File: src/mpe_pkg.sv
// Shared types and constants for the matrix product engine.
package mpe_pkg;

   // Field widths of the item channels
   localparam int CMD_W     = 2;
   localparam int IDX_W     = 5;
   localparam int VALUE_W   = 16;
   localparam int PRODUCT_W = 37;

   // Register file
   localparam int CFG_W       = 6;
   localparam int APB_ADDR_W  = 4;
   localparam int APB_DATA_W  = 32;
   localparam logic [CFG_W-1:0] CFG_RESET = 6'd32;

   localparam logic [1:0] REG_ROWS_A = 2'd0;
   localparam logic [1:0] REG_COLS_A = 2'd1;
   localparam logic [1:0] REG_COLS_B = 2'd2;

   // Command codes
   localparam logic [CMD_W-1:0] CMD_WR_A  = 2'd0;
   localparam logic [CMD_W-1:0] CMD_WR_B  = 2'd1;
   localparam logic [CMD_W-1:0] CMD_QUERY = 2'd2;

   typedef enum logic [1:0] {
      ST_IDLE,
      ST_ISSUE,
      ST_DRAIN,
      ST_FINISH
   } state_type;

   // Controller to datapath
   typedef struct packed {
      logic accept;
      logic issue;
      logic load_out;
   } ctrl_cmd_type;

   // Datapath to controller
   typedef struct packed {
      logic query_ok;
      logic ca_zero;
      logic last_k;
      logic pipe_empty;
      logic out_free;
   } dp_status_type;

endpackage

File: src/mpe_ctrl.sv
// Sequencing state machine for item acceptance, dot-product issue and result hand-off.
module mpe_ctrl (
   input  logic                   clock,
   input  logic                   reset,
   input  logic                   req_valid,
   output logic                   req_stall,
   input  mpe_pkg::dp_status_type dp_status,
   output mpe_pkg::ctrl_cmd_type  dp_cmd
);

   mpe_pkg::state_type state_ff, state_in;

   always_comb begin
      state_in = state_ff;
      case (state_ff)
         mpe_pkg::ST_IDLE: begin
            if (req_valid) begin
               if (dp_status.query_ok && !dp_status.ca_zero) begin
                  state_in = mpe_pkg::ST_ISSUE;
               end else begin
                  state_in = mpe_pkg::ST_FINISH;
               end
            end
         end
         mpe_pkg::ST_ISSUE: begin
            if (dp_status.last_k) begin
               state_in = mpe_pkg::ST_DRAIN;
            end
         end
         mpe_pkg::ST_DRAIN: begin
            if (dp_status.pipe_empty) begin
               state_in = mpe_pkg::ST_FINISH;
            end
         end
         mpe_pkg::ST_FINISH: begin
            if (dp_status.out_free) begin
               state_in = mpe_pkg::ST_IDLE;
            end
         end
         default: state_in = mpe_pkg::ST_IDLE;
      endcase
   end

   always_ff @(posedge clock) begin
      if (reset) begin
         state_ff <= mpe_pkg::ST_IDLE;
      end else begin
         state_ff <= state_in;
      end
   end

   always_comb begin
      req_stall       = 1'b1;
      dp_cmd.accept   = 1'b0;
      dp_cmd.issue    = 1'b0;
      dp_cmd.load_out = 1'b0;
      case (state_ff)
         mpe_pkg::ST_IDLE: begin
            req_stall     = 1'b0;
            dp_cmd.accept = req_valid;
         end
         mpe_pkg::ST_ISSUE: begin
            dp_cmd.issue = 1'b1;
         end
         mpe_pkg::ST_DRAIN: ;
         mpe_pkg::ST_FINISH: begin
            dp_cmd.load_out = dp_status.out_free;
         end
         default: ;
      endcase
   end

endmodule

File: config.mk
export PLATFORM = sky130hd
export DESIGN_NAME = mpe_ctrl
export DESIGN_NICKNAME = d
export VERILOG_FILES = /design/src/mpe_pkg.sv /design/src/mpe_ctrl.sv
export SDC_FILE = /design/constraint.sdc
export NUM_CORES = 1
export LEC_CHECK = 0
export ABC_AREA = 1
export BUFFER_PORTS_ARGS = -buffer_cell sky130_fd_sc_hd__buf_4
export CAP_MARGIN = 10
export CORE_AREA = 2 2 39 41
export CTS_CLUSTER_SIZE = 8
export DETAILED_ROUTE_END_ITERATION = 10
export DIE_AREA = 0 0 41 43
export PLACE_DENSITY_LB_ADDON = 0.25
export SYNTH_ARGS = -nofsm -noshare
export SYNTH_HDL_FRONTEND = slang
export SYNTH_SLANG_ARGS = --single-unit
File: constraint.sdc
create_clock -name clock -period 1.4 [get_ports clock]
set_input_delay 0.07 -clock clock [delete_from_list [all_inputs] [get_ports clock]]
set_output_delay 0.07 -clock clock [all_outputs]
set_load 0.02 [all_outputs]
==> summary.md, run 1 <==
| Metric | Value |
|---|---|
| Status | finished clean |
| Dpl cell area | ~350 um^2 |
| Final hold violation count | 0 |
| GRT Total Usage | 0.0691 |
| Initial DRC Count | 0 |
| Total Nets Final | 69 |
| Fmax | between 800 and 900 MHz |
| CTS hold repair buffers | 0 |
| Site Rows | 14 |
| Synthesis Warnings | 0 |
| Tmin final | 1.22 ns |
| Wirelength per Cell | 6.24 um |
| Skew final | between 0.004 and 0.005 ns |
| Largest net degree at the start of global routing | 5 |
| Worst endpoint required time | roughly 1.3 ns |
| H-tree Lvls | 1 |
| Die area | 1760 um^2 |
| Vias in the first global route | 188 |
| Dpl hpwl | around 350 um |
| Design Area, Final | 368 um^2 |
| Max reg flops | 2 |
| Mean Syn Cell Area | 6.07 um^2 |
| Unique cell type count in the Yosys netlist | 8 |
| GRT Max-Usage Layer | met4 |
| Remaining DRCs | 0 |
| Via density | around 3.4 |
| Critical path type | reg2out |
| Drt total wl | 437 um |
| Initial core utilization | 0.175 |
| Clock Path Buffers | 2 |
| Cells after Synth | 40 |
| Total CTS buffers | 3 |
| Core Box Area | about 1400 um^2 |
| Synthesized area | ~240 um^2 |
| Met1 Use GR | 0.0605 |
| Layout area overhead | 51.5% |
| Pwr Density | a little under 2000 nW/um^2 |
| Lkg Pwr | about 0.00024 uW |
| Worst-Margin Slew | 0.132 ns |
| Antenna-violating nets left | 0 |
| Post-synth top area share | 0.258 |
| Gr ovfl total | 0 |
| Max cap viols | 0 |
| Synth top area cells | ha_1 (26%), inv_1 (19%), dfxtp_1 (16%) |
| Layout cell share with drive strength beyond 1 | 0.333 |
| Sequential element share of the synthesized area | 0.165 |
| Inserted Diodes | 0 |
| Path depth of the worst reg2reg path | 8 |
| Clock latency on the worst-skew pair | approximately 0.23 ns |
| Setup bufs post-CTS | 0 |
| Initial antenna violation count | 0 |
| GP Congestion | between 0.6 and 0.7 |
| Worst Hold Class | in2reg |
| Filler cells | between 150 and 200 |
| Synth area leader | ha_1 |
| Slew margin rel. | 0.912 |
| RSZ-0062 raised after global routing | no |
| Slew Limit Fails | 0 |
| Largest regs | state_ff x2 |
| First-pass DRT Iterations | 1 |
| Crit share post-route | 0.873 |
| Final number of setup-violating endpoints | 0 |
| VDD IR-drop max | 393 uV |
| Worst Path Arrival | about 1.2 ns |
| Net count after synthesis | between 50 and 60 |
| Max Fanout on Critical Path | 4 |
| Final setup TNS | 0 ns |
| Reg clk slew, reported paths | around 0.030 ns |
| Top Ports | 12 |
| First-pass GRT wire length | about 680 um |
| CTS Sinks | 2 |
| Global Route met2 Usage | 0.0813 |
| Crit end category | primary output |
| CTS tree | built |
| Worst Hold Depth | 4 |
| Startpoint class of the critical path | flop |
| Die width | 41 um |
| DR vias | 240 |
| Clk root buf | clkbuf_4 |
| Biggest register | state_ff |
| M3 GR Usage | 0.0471 |
| Buffers on Ports | 11 |
| Post-cts resize count | 0 |
| Die H | between 40 and 50 um |
| #FFs+latches synth | 2 |
-- cell families after synthesis --
kind of cell,Yosys count,share of synthesized area
AND/OR/NAND/NOR,20,0.371
adder cells (fa/ha/maj),5,0.258
AO/OA/AOI/OAI,1,0.0206
flip-flops,2,0.165
buffers and inverters,12,0.186
-- report_power, final --
part / switching (uW) / internal [uW] / leakage, uW
combinational: 274 / 205 / 0.000208
clock: 39.0 / 95.1 / 0.0000138
sequential: 27.5 / 86.9 / 0.0000167
total: 340 / 387 / 0.000239
-- layout make-up --
type | instances | area (um^2) | area share
flip-flops and latches | 2 | 40.0 | 0.109
well taps | 16 | 20.0 | 0.0544
repair buffers | 11 | 82.6 | 0.224
inverters | 12 | 45.0 | 0.122
clock buffers | 3 | 22.5 | 0.0612
multi-input cells | 26 | 158 | 0.429
-- cells in the final DEF, fill, tap and decap left out --
master / n
inv_1: 12
nor2_4: 1
nor2_1: 6
dfxtp_1: 2
clkbuf_4: 3
nand2_2: 3
nand2_1: 10
buf_4: 11
a21oi_1: 1
ha_1: 5
-- worst paths after layout --
kind	from	to	slack, ns
setup / recovery	state_ff[0]	dp_cmd[2]	0.18
hold / removal	reset	state_ff[1]	0.09
setup reg to reg	state_ff[0]	state_ff[0]	0.19
hold reg to reg	state_ff[0]	state_ff[0]	0.52
-- through the flow --
step	setup WS (ns)	util	instances	power, uW	hold slack [ns]
2_1_floorplan	0.192	-	40	470	0.225
3_3_place_gp	0.180	0.250	67	609	0.324
3_5_place_dp	0.182	0.250	67	601	0.328
4_1_cts	0.152	0.266	70	748	0.0775
5_1_grt	0.0339	0.266	70	833	0.0968
6_report	0.178	0.266	70	727	0.0855
-- critical path: stages, from the launching register on --
cell	delay, ns
dfxtp_1	0.36
inv_1	0.09
ha_1	0.23
nand2_1	0.06
inv_1	0.03
buf_4	0.14
-- per-layer routing --
layer	routed length, um	part of all wire	up-vias
met3	51	0.12	2
li1	-	-	140
met2	167	0.38	11
met4	18	0.041	0
met1	200	0.46	87
met5	0	0	-
-- cell usage after synthesis --
library cell / instances
inv_1: 12
nand2_1: 10
nand2_2: 3
ha_1: 5
a21oi_1: 1
nor2_4: 1
dfxtp_1: 2
nor2_1: 6
(Power assumes the default switching activity.)
==> run 2, diff against run 1 <==
- CORE_AREA: 2 2 39 41 -> 4 4 41 43
- DIE_AREA: 0 0 41 43 -> 0 0 45 47
- clock period: 1.4 -> 1.1 ns (I/O delays scaled with it)
==> run 2 against run 1 <==
  * Critical path depth is 3 higher
  * Count of clock-buffer cells in the layout grew 1
  * Utilization rose by 10 points
  * Die area increased by 20%
  * Clock power up 32%
  * Setup slack got worse by 0.22 ns
  * Flip-flop and latch count stayed put
  * Non-clock buffer count rose by 3
  * Sequential power increased by 48%
  * The flow now finishes with violations (setup timing)
  * Cell area grew 29%
  * Register-to-register slack got worse by 0.23 ns
  * Hold slack got worse by 0.030 ns
==> summary.md, run 2 (synthesis results as in run 1) <==
| Metric | Value |
|---|---|
| Status | complete, but fails checks |
| Failing checks | setup timing |
| Slew Limit Fails | 0 |
| First-pass DRT Iterations | 4 |
| Worst-path cell chain | buf_6 -> ha_4 -> nand2_2 -> nand2_2 -> nor2_4 -> nand2_1 -> nand2_1 -> nor2_1 |
| Layout cell share with drive strength beyond 1 | 0.569 |
| Clock latency on the worst-skew pair | around 0.23 ns |
| Worst Hold Class | in2reg |
| VDD IR-drop max | ~1100 uV |
| First-pass GRT wire length | ~860 um |
| Max cap viols | 0 |
| Pwr Density | around 2600 nW/um^2 |
| Largest net degree at the start of global routing | 5 |
| Skew final | about 0.011 ns |
| Remaining DRCs | 0 |
| Fin cells | 73 |
| Slew margin rel. | 0.922 |
| RSZ-0062 raised after global routing | yes |
| Biggest register | state_ff |
| CTS hold repair buffers | 0 |
| Core Box Area | around 1300 um^2 |
| Site Rows | 13 |
| CTS tree | built |
| Worst Slack Setup Final | -0.0389 ns |
| Final hold violation count | 0 |
| Highest-delay cell along the critical path | dfxtp_4 |
| Worst Path Arrival | 1.24 ns |
| H-tree Lvls | 1 |
| PnR Total Power | about 1200 uW |
| Initial DRC Count | 3 |
| GRT Total Usage | 0.0560 |
| Critical path type | reg2reg |
| Worst-Margin Slew | ~0.12 ns |
| Max Fanout on Critical Path | 4 |
| Most frequent cells in the layout | buf_4 (10), inv_1 (9), nand2_1 (7) |
| Antenna-violating nets left | 0 |
| Die area | 2120 um^2 |
| Combined area of the multi-input logic cells | between 200 and 250 um^2 |
| Die width | between 40 and 50 um |
| Buffers on Ports | 11 |
| Total Nets Final | just over 70 |
| Largest regs | state_ff x2 |
| GP Congestion | between 0.6 and 0.7 |
| Top Ports | 12 |
| DR vias | 256 |
| Tmin final | 1.14 ns |
| Reg clk slew, reported paths | 0.04 ns |
| Dpl hpwl | 404 um |
| Final setup TNS | -0.0694 ns |
| Wirelength per Cell | a little over 7 um |
| Crit end category | flop |
| Die H | around 47 um |
| Total CTS buffers | 3 |
| Final number of setup-violating endpoints | 3 |
| Area occupied by registers | about 45 um^2 |
| Clock Path Buffers | 2 |
| Worst endpoint required time | 1.21 ns |
| Vias in the first global route | 225 |
| CTS Sinks | 2 |
| Crit share post-route | 1.04 |
| Via density | ~3.5 |
| Drt total wl | roughly 520 um |
| Filler cells | between 100 and 150 |
| Inserted Diodes | 0 |
| Fmax | between 800 and 900 MHz |
| Most common cell after layout, fill and taps aside | buf_4 |
| Layout area overhead | 95.9% |
| Initial core utilization | 0.187 |
| Lkg Pwr | ~0.00026 uW |
| DP Cell Count | between 60 and 70 |
| Gr ovfl total | 0 |
| Initial antenna violation count | 0 |
| Worst path max stage delay | around 0.34 ns |
| Max reg flops | 2 |
| Hold slack | about 0.056 ns |
| Startpoint class of the critical path | flop |
| Clk root buf | clkbuf_4 |
| Core Util, Final | 0.365 |
[run 2: cell count changes in the layout (fill, tap and decap cells not counted)]
cell	change
inv_2	+1
clkbuf_1	+1
dfxtp_4	+1
ha_4	+4
inv_1	-3
buf_4	-1
ha_1	-4
dfxtp_2	+1
buf_6	+4
inv_4	+2
dfxtp_1	-2
nand2_2	+3
nand2_1	-3
[run 2: worst paths after layout]
check,from,to,slack [ns],cells past startpoint
setup reg to reg,state_ff[0],state_ff[1],-0.04,8
hold reg to reg,state_ff[0],state_ff[0],0.63,3
setup / recovery,state_ff[0],state_ff[1],-0.04,8
hold / removal,reset,state_ff[0],0.06,4
[run 2: area by class of cell]
class	count	share of cell area
Multi-Input combinational cell	26	0.453
Tap cell	15	0.0395
Sequential cell	2	0.0947
Inverter	12	0.105
Clock buffer	4	0.0553
Timing Repair Buffer	14	0.253
[run 2: where the power goes]
| group | total (uW) | switching [uW] | leakage (uW) | internal, uW |
|---|---|---|---|---|
| Clock | 177 | 42.4 | 0.0000150 | 135 |
| Combinational | 892 | 468 | 0.000227 | 424 |
| Sequential | 169 | 43.2 | 0.0000175 | 126 |
[run 2: layer usage]
| layer | global-route usage | wire, um |
|---|---|---|
| met1 | 0.0588 | 227 |
| met2 | 0.102 | 251 |
| met3 | 0.0345 | 40 |
| met4 | 0 | 0 |
| met5 | 0 | 0 |
[run 2: timing repair]
action / CTS / global route
pin swaps: 10 / 7
resized for setup: 10 / 6
setup endpoints to repair: 5 / 4
setup buffers: 2 / 0
[run 2: worst max-delay path, delay by kind of cell, from the launching register on]
family        cells  cell delay [ns]
flops             1             0.34
buf+inv           1             0.13
fa+ha+maj         1             0.15
simple gates      6             0.39
[run 2: metrics by stage]
stage                     setup slack (ns)  area (um^2)
final                              -0.0389          475
after global routing               -0.0875          475
after CTS                          -0.0475          454
after detailed placement           -0.0620          377
after global placement             -0.0638          377
after floorplan                    0.00397          260
