`src/mpe_pkg.sv`:
```
// Shared types and constants for the matrix product engine.
package mpe_pkg;

   // Field widths of the item channels
   localparam int CMD_W     = 2;
   localparam int IDX_W     = 5;
   localparam int VALUE_W   = 16;
   localparam int PRODUCT_W = 37;

   // Register file
   localparam int CFG_W       = 6;
   localparam int APB_ADDR_W  = 4;
   localparam int APB_DATA_W  = 32;
   localparam logic [CFG_W-1:0] CFG_RESET = 6'd32;

   localparam logic [1:0] REG_ROWS_A = 2'd0;
   localparam logic [1:0] REG_COLS_A = 2'd1;
   localparam logic [1:0] REG_COLS_B = 2'd2;

   // Command codes
   localparam logic [CMD_W-1:0] CMD_WR_A  = 2'd0;
   localparam logic [CMD_W-1:0] CMD_WR_B  = 2'd1;
   localparam logic [CMD_W-1:0] CMD_QUERY = 2'd2;

   typedef enum logic [1:0] {
      ST_IDLE,
      ST_ISSUE,
      ST_DRAIN,
      ST_FINISH
   } state_type;

   // Controller to datapath
   typedef struct packed {
      logic accept;
      logic issue;
      logic load_out;
   } ctrl_cmd_type;

   // Datapath to controller
   typedef struct packed {
      logic query_ok;
      logic ca_zero;
      logic last_k;
      logic pipe_empty;
      logic out_free;
   } dp_status_type;

endpackage

```
`src/mpe_csr.sv`:
```
// Size registers behind the APB-style port, with saturation to the store size.
module mpe_csr #(
   parameter int MAX_DIM = 32,
   localparam int CNT_W  = $clog2(MAX_DIM + 1),
   localparam int DW     = (CNT_W > mpe_pkg::CFG_W) ? CNT_W : mpe_pkg::CFG_W
) (
   input  logic                             clock,
   input  logic                             reset,
   input  logic                             psel,
   input  logic                             penable,
   input  logic                             pwrite,
   input  logic [mpe_pkg::APB_ADDR_W-1:0]   paddr,
   input  logic [mpe_pkg::APB_DATA_W-1:0]   pwdata,
   output logic [mpe_pkg::APB_DATA_W-1:0]   prdata,
   output logic                             pready,
   output logic [DW-1:0]                    rows_a_use,
   output logic [DW-1:0]                    cols_a_use,
   output logic [DW-1:0]                    cols_b_use
);

   logic [mpe_pkg::CFG_W-1:0] rows_a_ff, rows_a_in;
   logic [mpe_pkg::CFG_W-1:0] cols_a_ff, cols_a_in;
   logic [mpe_pkg::CFG_W-1:0] cols_b_ff, cols_b_in;
   logic                      wr_en;
   logic [1:0]                reg_sel;
   logic [mpe_pkg::CFG_W-1:0] wr_val;

   assign pready  = 1'b1;
   assign wr_en   = psel & penable & pwrite;
   assign reg_sel = paddr[3:2];
   assign wr_val  = pwdata[mpe_pkg::CFG_W-1:0];

   always_comb begin
      rows_a_in = rows_a_ff;
      cols_a_in = cols_a_ff;
      cols_b_in = cols_b_ff;
      if (wr_en) begin
         case (reg_sel)
            mpe_pkg::REG_ROWS_A: rows_a_in = wr_val;
            mpe_pkg::REG_COLS_A: cols_a_in = wr_val;
            mpe_pkg::REG_COLS_B: cols_b_in = wr_val;
            default: ;
         endcase
      end
   end

   always_ff @(posedge clock) begin
      if (reset) begin
         rows_a_ff <= mpe_pkg::CFG_RESET;
         cols_a_ff <= mpe_pkg::CFG_RESET;
         cols_b_ff <= mpe_pkg::CFG_RESET;
      end else begin
         rows_a_ff <= rows_a_in;
         cols_a_ff <= cols_a_in;
         cols_b_ff <= cols_b_in;
      end
   end

   always_comb begin
      case (reg_sel)
         mpe_pkg::REG_ROWS_A: prdata = mpe_pkg::APB_DATA_W'(rows_a_ff);
         mpe_pkg::REG_COLS_A: prdata = mpe_pkg::APB_DATA_W'(cols_a_ff);
         mpe_pkg::REG_COLS_B: prdata = mpe_pkg::APB_DATA_W'(cols_b_ff);
         default:             prdata = '0;
      endcase
   end

   // Clamp sizes above the store dimension
   assign rows_a_use = (DW'(rows_a_ff) > DW'(MAX_DIM)) ? DW'(MAX_DIM) : DW'(rows_a_ff);
   assign cols_a_use = (DW'(cols_a_ff) > DW'(MAX_DIM)) ? DW'(MAX_DIM) : DW'(cols_a_ff);
   assign cols_b_use = (DW'(cols_b_ff) > DW'(MAX_DIM)) ? DW'(MAX_DIM) : DW'(cols_b_ff);

endmodule

```
`config.mk`:
```
export PLATFORM = sky130hd
export DESIGN_NAME = mpe_csr
export DESIGN_NICKNAME = d
export VERILOG_FILES = /design/src/mpe_pkg.sv /design/src/mpe_csr.sv
export SDC_FILE = /design/constraint.sdc
export NUM_CORES = 1
export LEC_CHECK = 0
export ABC_AREA = 0
export BUFFER_PORTS_ARGS = -buffer_cell sky130_fd_sc_hd__buf_2
export CORE_MARGIN = 3
export CORE_UTILIZATION = 39
export CTS_CLUSTER_DIAMETER = 200
export DETAILED_ROUTE_END_ITERATION = 8
export PLACE_DENSITY = 0.82
export SYNTH_ARGS = -nofsm -noshare
export SYNTH_HDL_FRONTEND = slang
export SYNTH_SLANG_ARGS = --single-unit
```
`constraint.sdc`:
```
create_clock -name clock -period 1.2 [get_ports clock]
set_clock_uncertainty 0.1 [all_clocks]
set_input_delay 0.06 -clock clock [delete_from_list [all_inputs] [get_ports clock]]
set_output_delay 0.06 -clock clock [all_outputs]
set_load 0.02 [all_outputs]
```
==> metrics.txt, run 1 <==
CTS sink cnt=18; Leak=0.733 nW; ys async rst share=0%; RSZ-0062 raised after global routing=yes; final worst hold slack=0.00458 ns; Mapped Area=1190 um2; CTS clk-pin slew, worst paths=0.10 ns; Crit Path Max Fanout=3; Overflow after GRT=0; Most used DFF post-synth=dfxtp_1; HPWL Detailed=1940 um; Final setup viols=2; worst setup margin=-0.0277 ns; die width=61.3 um; fillers=280; crit path cell chain=mux2i_1, o21ai_1, buf_4; CTS buffer count=3; CP Capture Type=output pin; initial core utilization=42.2%; core area=2830 um2; via density per instance=4.54; Bufs on Longest Clock Path=2; fin crit share=102%; Max Cap Viol=0; DRT Pass-1 Iters=4; DRT iter0 DRCs=25; layout cell share with drive strength beyond 1=37.1%; power density cells=806 nW/um2; Final Hold Viols=0; Synth Register Bits=18; worst hold path type=in -> reg; Worst path max stage delay=0.35 ns; htree depth=1; outcome=finished, violations left; Core Rows=19; antenna diode count=0; Layout Cells excl Fill=209; Max Fclk=0.815 GHz; critical path type=reg -> out; sequential share of the synthesized area=30.2%; area delta synth->final=25.2%; Avg Inst Size Synth=8.84 um2; worst r2r src=rows_a_ff[5]$_SDFFE_PP1P_; largest net degree at the start of global routing=25; failing checks=setup timing; Reg2Reg Depth=3; # DRC=0; CTS tree=built; post-DR wirelength/cell=12.4 um; critical path startpoint=cols_a_ff[2]$_SDFFE_PP0P_; Die H=61.3 um; wirelength, routed=2590 um; library cells used by synthesis=16; Final Critical Period=1.23 ns; first-pass GRT wire length=3740 um; I/O pin count=92; Antenna Nets Post-Route=0; crit path launch type=flop; initial antenna violation count=0; synthesized instance count=135; Placer Congestion=0.776; fin nets=220; Critical Path Sink=prdata[2]; internal reg-to-reg setup slack=0.35 ns; Clock Tree Root=clkbuf_4; Critical Path Slowest Stage Cell=dfxtp_2; reg2reg end=rows_a_ff[5]$_SDFFE_PP1P_; Post-synth EDFFs=0; maximum VDD drop=0.412 mV; arrival time worst endpoint=1.07 ns; vias in the first global route=813; synth warn=0; IO Port Bufs=36; worst skew pair latency=0.29 ns; Placed Cells=200; via count=949; DIE AREA=3760 um2; final slew viol count=0; critical path required time=1.04 ns; All-Layer GR Usage=13.7%
layer usage:
layer / up-vias / wire (um) / track usage (%)
met4: 0 / 11 / 4.64
met5: - / 0 / 0
li1: 468 / - / -
met3: 2 / 209 / 2.73
met1: 438 / 1080 / 17.5
met2: 41 / 1290 / 23.0
how the worst min path moves through the flow:
stage	startpoint	slack, ns	end	cells after the start
6_report	pwdata[4]	0.005	rows_a_ff[4]$_SDFFE_PP0P_	3
3_3_place_gp	pwdata[5]	0.25	rows_a_ff[5]$_SDFFE_PP1P_	3
5_1_grt	pwdata[4]	0.009	rows_a_ff[4]$_SDFFE_PP0P_	3
4_1_cts	pwdata[4]	0.007	rows_a_ff[4]$_SDFFE_PP0P_	3
2_1_floorplan	pwdata[5]	0.14	cols_a_ff[5]$_SDFFE_PP1P_	2
3_5_place_dp	pwdata[5]	0.26	rows_a_ff[5]$_SDFFE_PP1P_	3
critical path, delay by kind of cell, from the launching register on:
kind | cells | cell delay (ns)
buf+inv | 1 | 0.17
mux | 1 | 0.08
compound gates | 1 | 0.18
flops | 1 | 0.35
cell usage after synthesis (2+ instances only):
| library cell | instances | area (um2) |
|---|---|---|
| clkbuf_1 | 5 | 18.8 |
| buf_4 | 27 | 203 |
| nor2b_1 | 16 | 100 |
| nor2_1 | 4 | 15.0 |
| buf_6 | 2 | 22.5 |
| dfxtp_1 | 18 | 360 |
| o21ai_0 | 6 | 30.0 |
| nand2b_1 | 20 | 125 |
| mux2i_1 | 24 | 240 |
| nand2_1 | 6 | 22.5 |
| conb_1 | 2 | 7.51 |
repair_timing:
action,CTS,global route
endpoints found under the hold margin,8,0
resized for setup,25,12
endpoints found under the setup margin,14,14
pin swaps,0,0
hold buffers,3,0
buffers inserted,0,2
cell families after synthesis:
kind of cell / after synthesis / share of synthesized area, %
buffers and inverters: 35 / 20.9
muxes: 24 / 20.1
DFF: 18 / 30.2
AOI/OAI and AO/OA: 6 / 2.52
other: 2 / 0.629
and+or+nand+nor: 50 / 25.7
sequential cells by signal, summed over array words and instances (netlist names):
name       cells
cols_b_ff      6
rows_a_ff      6
cols_a_ff      6
placed cells by master (no fill, tap or decap), types with 2 or more instances in the layout:
cell type and count:
nor2_1 4, mux2i_1 24, dfxtp_2 12, buf_2 23, clkbuf_4 3, buf_6 3
dlygate4sd3_1 3, nand2_1 6, nand2b_1 20, buf_4 18, nor2b_1 15, dfxtp_1 5
buf_12 2, o21ai_1 6, conb_1 27
layout make-up:
| type | count | area, um2 | area share, % |
|---|---|---|---|
| Clock buffer | 4 | 36.3 | 2.43 |
| Tap cell | 31 | 38.8 | 2.60 |
| Timing Repair Buffer | 49 | 354 | 23.7 |
| Multi-Input combinational cell | 107 | 686 | 45.9 |
| Sequential cell | 18 | 379 | 25.4 |
through the flow:
step                      setup TNS [ns]  worst slack (ns)  total power [mW]  utilization [%]  area (um2)
after floorplan                        0            0.0613             0.838                -        1290
after CTS                        -0.0340           -0.0237              1.21             51.3        1450
after detailed placement         -0.0458           -0.0154             0.829             47.5        1340
after global routing              -0.426           -0.0839              1.26             52.8        1490
after global placement                 0            0.0131             0.827             47.5        1340
final                            -0.0395           -0.0277              1.20             52.8        1490
power breakdown:
group / internal (mW) / switching (mW) / total, mW
clock: 0.185 / 0.190 / 0.374
sequential: 0.604 / 0.00652 / 0.610
combinational: 0.0773 / 0.142 / 0.219
total: 0.866 / 0.338 / 1.20
Power figures use the tool's default switching activity.
==> run 2, diff against run 1 <==
--- a/config.mk
+++ b/config.mk
@@ -7,11 +7,12 @@
 export LEC_CHECK = 0
 export ABC_AREA = 0
 export BUFFER_PORTS_ARGS = -buffer_cell sky130_fd_sc_hd__buf_2
-export CORE_MARGIN = 3
+export CORE_MARGIN = 2
 export CORE_UTILIZATION = 39
 export CTS_CLUSTER_DIAMETER = 200
 export DETAILED_ROUTE_END_ITERATION = 8
-export PLACE_DENSITY = 0.82
+export PLACE_DENSITY = 0.79
+export SKIP_CTS_REPAIR_TIMING = 1
 export SYNTH_ARGS = -nofsm -noshare
 export SYNTH_HDL_FRONTEND = slang
 export SYNTH_SLANG_ARGS = --single-unit
==> metrics.txt, run 2 (synthesized netlist as in run 1, its figures left out) <==
outcome=finished, violations left; failing checks=hold timing; initial antenna violation count=0; internal reg-to-reg setup slack=0.31 ns; Hold Crit Start=pwdata[1]; worst setup margin=0.00754 ns; arrival time worst endpoint=1.03 ns; DRT iter0 DRCs=11; largest registers=cols_a_ff: 6 flops, cols_b_ff: 6 flops, rows_a_ff: 6 flops; maximum VDD drop=0.360 mV; initial core utilization=40.1%; Leak=0.710 nW; reg2reg end=rows_a_ff[5]$_SDFFE_PP1P_; final worst hold slack=-0.00936 ns; Hold Path Sink=cols_a_ff[1]$_SDFFE_PP0P_; HPWL Detailed=1850 um; via density per instance=4.44; Antenna Nets Post-Route=0; first-pass GRT wire length=3530 um; Final Critical Period=1.19 ns; Overflow after GRT=0; CTS clk-pin slew, worst paths=0.10 ns; Bufs on Longest Clock Path=2; # DRC=0; vias in the first global route=752; crit path launch type=flop; Buf/Inv on CP=2; Max Cap Viol=0; Multi-input gate area=697 um2; fin crit share=99.4%; commonest non-fill, non-tap cells in the layout=27 x conb_1, 23 x mux2i_1, 22 x buf_2; critical path required time=1.04 ns; Worst path max stage delay=0.34 ns; htree depth=1; I/O pin count=92; Seq. cell area=379 um2; worst hold path type=in -> reg; fillers=307; die width=59.3 um; Max Fclk=0.839 GHz; via count=924; Reg2Reg Depth=3; CTS tree=built; CTS sink cnt=18; Clock Tree Root=clkbuf_4; Die H=59.3 um; RSZ-0062 raised after global routing=yes; critical path's top delay family=flip-flops; commonest non-fill, non-tap cell in the layout=conb_1; All-Layer GR Usage=13.5%; critical path type=reg -> out; DIE AREA=3520 um2; Final Hold Viols=2; area delta synth->final=23.2%; wirelength, routed=2420 um; worst skew pair latency=0.29 ns; worst r2r src=rows_a_ff[5]$_SDFFE_PP1P_; Crit Path Max Fanout=7; Critical Path Slowest Stage Cell=dfxtp_2; layout cell share with drive strength beyond 1=37.7%; final slew viol count=0; largest net degree at the start of global routing=25; CP Capture Type=output pin; Hold Crit Depth=3; antenna diode count=0; CTS buffer count=3; fin nets=218; pre-CTS setup slack=0.00135 ns; Final setup viols=0; power density cells=757 nW/um2; Placer Congestion=0.740; IO Port Bufs=36; post-DR wirelength/cell=11.6 um; core area=2980 um2; DRT Pass-1 Iters=4; Core Rows=20; Fin Setup TNS=0 ns; crit path cell chain=buf_6, nor2b_1, buf_4
run 2: changes by cell type in the layout (fill, tap and decap cells not counted), sizes merged:
cell,delta
buf,-1
dlygate4sd3,-1
clkbuf,-1
run 2: worst register-to-register path, stage by stage, from the launching register on:
cell	delay, ns
dfxtp_2	0.33
buf_6	0.13
nor2_1	0.12
mux2i_1	0.09
run 2: metrics by stage:
step	hold slack, ns	utilization [%]	instance area, um2	power [mW]	std cells
3_5_place_dp	0.269	44.7	1330	0.824	202
4_1_cts	-0.0424	45.5	1360	1.12	205
6_report	-0.00936	49.4	1470	1.11	208
2_1_floorplan	0.141	-	1290	0.838	160
5_1_grt	0.000312	49.4	1470	1.18	208
3_3_place_gp	0.250	44.7	1330	0.822	202
run 2: area by class of cell:
class,instances,share of cell area (%)
Timing Repair Buffer,47,22.5
Sequential cell,18,25.8
Tap cell,33,2.81
Clock buffer,3,1.53
Multi-Input combinational cell,107,47.4
run 2: worst max path at each step:
stage               cells past startpoint                      start  slack, ns                         to
CTS                                     3  cols_b_ff[5]$_SDFFE_PP1P_       -0.1                  prdata[5]
global route                            3  cols_a_ff[4]$_SDFFE_PP0P_      -0.08                  prdata[4]
detailed placement                      4                     pwrite      0.001  cols_a_ff[0]$_SDFFE_PP0P_
global placement                        4                     pwrite       0.01  cols_a_ff[2]$_SDFFE_PP0P_
floorplan                               2  cols_a_ff[5]$_SDFFE_PP1P_       0.06                  prdata[5]
finish                                  3  cols_a_ff[5]$_SDFFE_PP1P_      0.008              cols_a_use[0]
run 2: power by group:
group	leakage, nW	internal [mW]	switching (mW)
registers	0.149	0.604	0.00627
logic	0.547	0.0711	0.141
clock network	0.0138	0.117	0.175
total	0.710	0.791	0.322
run 2: routing by layer:
layer	track usage, %	wire, um	vias to the layer above	share of wire, %
li1	-	-	458	-
met5	0	0	-	0
met4	3.90	20	0	0.83
met1	15.8	961	429	40
met3	3.93	140	2	5.8
met2	23.7	1300	35	54
==> run 3, diff against run 2 <==
--- a/config.mk
+++ b/config.mk
@@ -11,7 +11,7 @@
 export CORE_UTILIZATION = 39
 export CTS_CLUSTER_DIAMETER = 200
 export DETAILED_ROUTE_END_ITERATION = 8
-export PLACE_DENSITY = 0.79
+export PLACE_DENSITY_LB_ADDON = 0.3
 export SKIP_CTS_REPAIR_TIMING = 1
 export SYNTH_ARGS = -nofsm -noshare
 export SYNTH_HDL_FRONTEND = slang
==> metrics.txt, run 3 (synthesized netlist as in run 1, its figures left out) <==
wirelength, routed=2470 um; area delta synth->final=23.9%; Hold Crit Depth=3; vias in the first global route=789; Bufs on Longest Clock Path=2; CTS clk-pin slew, worst paths=0.10 ns; Final Critical Period=1.19 ns; Clock Tree Root=clkbuf_4; CTS buffer count=3; Hold Path Sink=rows_a_ff[3]$_SDFFE_PP0P_; CTS sink cnt=18; DIE AREA=3520 um2; Max Fclk=0.837 GHz; power density cells=754 nW/um2; Placer Congestion=0.755; Final Hold Viols=4; initial antenna violation count=0; outcome=finished, violations left; Crit Path Max Fanout=7; layout cell share with drive strength beyond 1=38.6%; die width=59.3 um; Core Rows=20; final slew viol count=0; first-pass GRT wire length=3700 um; crit path launch type=flop; CP Capture Type=output pin; antenna diode count=0; pre-CTS setup slack=0.00231 ns; HPWL Detailed=1940 um; reg2reg end=rows_a_ff[5]$_SDFFE_PP1P_; Fin Setup TNS=0 ns; Die H=59.3 um; Antenna Nets Post-Route=0; All-Layer GR Usage=14.2%; Overflow after GRT=0; critical path type=reg -> out; largest registers=cols_a_ff: 6 flops, cols_b_ff: 6 flops, rows_a_ff: 6 flops; commonest non-fill, non-tap cell in the layout=conb_1; fin nets=219; worst hold path type=in -> reg; core area=2980 um2; worst setup margin=0.00565 ns; largest net degree at the start of global routing=25; Final setup viols=0; Reg2Reg Depth=3; I/O pin count=92; Placed Cells=202; DRT Pass-1 Iters=3; Leak=0.714 nW; maximum VDD drop=0.452 mV; critical path required time=1.04 ns; # DRC=0; initial core utilization=40.1%; fin crit share=99.5%; final worst hold slack=-0.0180 ns; DRT iter0 DRCs=7; via density per instance=4.44; IO Port Bufs=36; failing checks=hold timing; Hold Crit Start=pwdata[3]; CTS tree=built; post-DR wirelength/cell=11.8 um; RSZ-0062 raised after global routing=yes; worst r2r src=rows_a_ff[5]$_SDFFE_PP1P_; htree depth=1; commonest non-fill, non-tap cells in the layout=27 x conb_1, 23 x mux2i_1, 22 x buf_2; arrival time worst endpoint=1.03 ns; Layout Cells excl Fill=209; via count=927; Max Cap Viol=0; internal reg-to-reg setup slack=0.34 ns; worst skew pair latency=0.29 ns
## run 3: cell count changes in the layout (fill, tap and decap cells not counted)
cell and delta:
nor2b_4 -1, nor2b_1 -1, nor2b_2 +2, buf_6 +1
## run 3: worst max-delay path, cell delays in order, from the launching register on
cell and delay, ns:
dfxtp_2 0.34, buf_6 0.13, nor2b_1 0.12, buf_4 0.15
## run 3: worst max path at each step
stage	start	end	slack, ns	cells after the start
after global routing	rows_a_ff[5]$_SDFFE_PP1P_	prdata[5]	-0.05	3
final	cols_a_ff[5]$_SDFFE_PP1P_	cols_a_use[2]	0.006	3
after global placement	pwrite	cols_a_ff[2]$_SDFFE_PP0P_	0.005	4
after CTS	cols_b_ff[5]$_SDFFE_PP1P_	prdata[5]	-0.08	3
after floorplan	cols_a_ff[5]$_SDFFE_PP1P_	prdata[5]	0.06	2
after detailed placement	pwrite	cols_a_ff[1]$_SDFFE_PP0P_	0.002	4
## run 3: per-stage QoR
step	power, mW	area [um2]	hold WS (ns)	util, %
after CTS	1.11	1360	-0.0428	45.5
after detailed placement	0.825	1330	0.263	44.7
after global routing	1.17	1480	0.00491	49.7
after global placement	0.821	1330	0.241	44.7
final	1.12	1480	-0.0180	49.7
after floorplan	0.838	1290	0.141	-
## run 3: layer usage
metal  GRT usage, %  vias to the layer above  share of wire, %
met4           3.90                        0              0.65
met3           3.49                        2               6.0
met5              0                        -                 0
li1               -                      462                 -
met2           24.5                       34                51
met1           17.3                      429                42
## run 3: where the power goes
part / internal, mW / switching [mW]
Clock: 0.117 / 0.176
Sequential: 0.604 / 0.00626
Combinational: 0.0715 / 0.141
## run 3: cell type report
type                            instances  area [um2]
Timing Repair Buffer                   48         342
Sequential cell                        18         379
Fill cell                             299        1500
Multi-Input combinational cell        107         694
Clock buffer                            3        22.5
Tap cell                               33        41.3
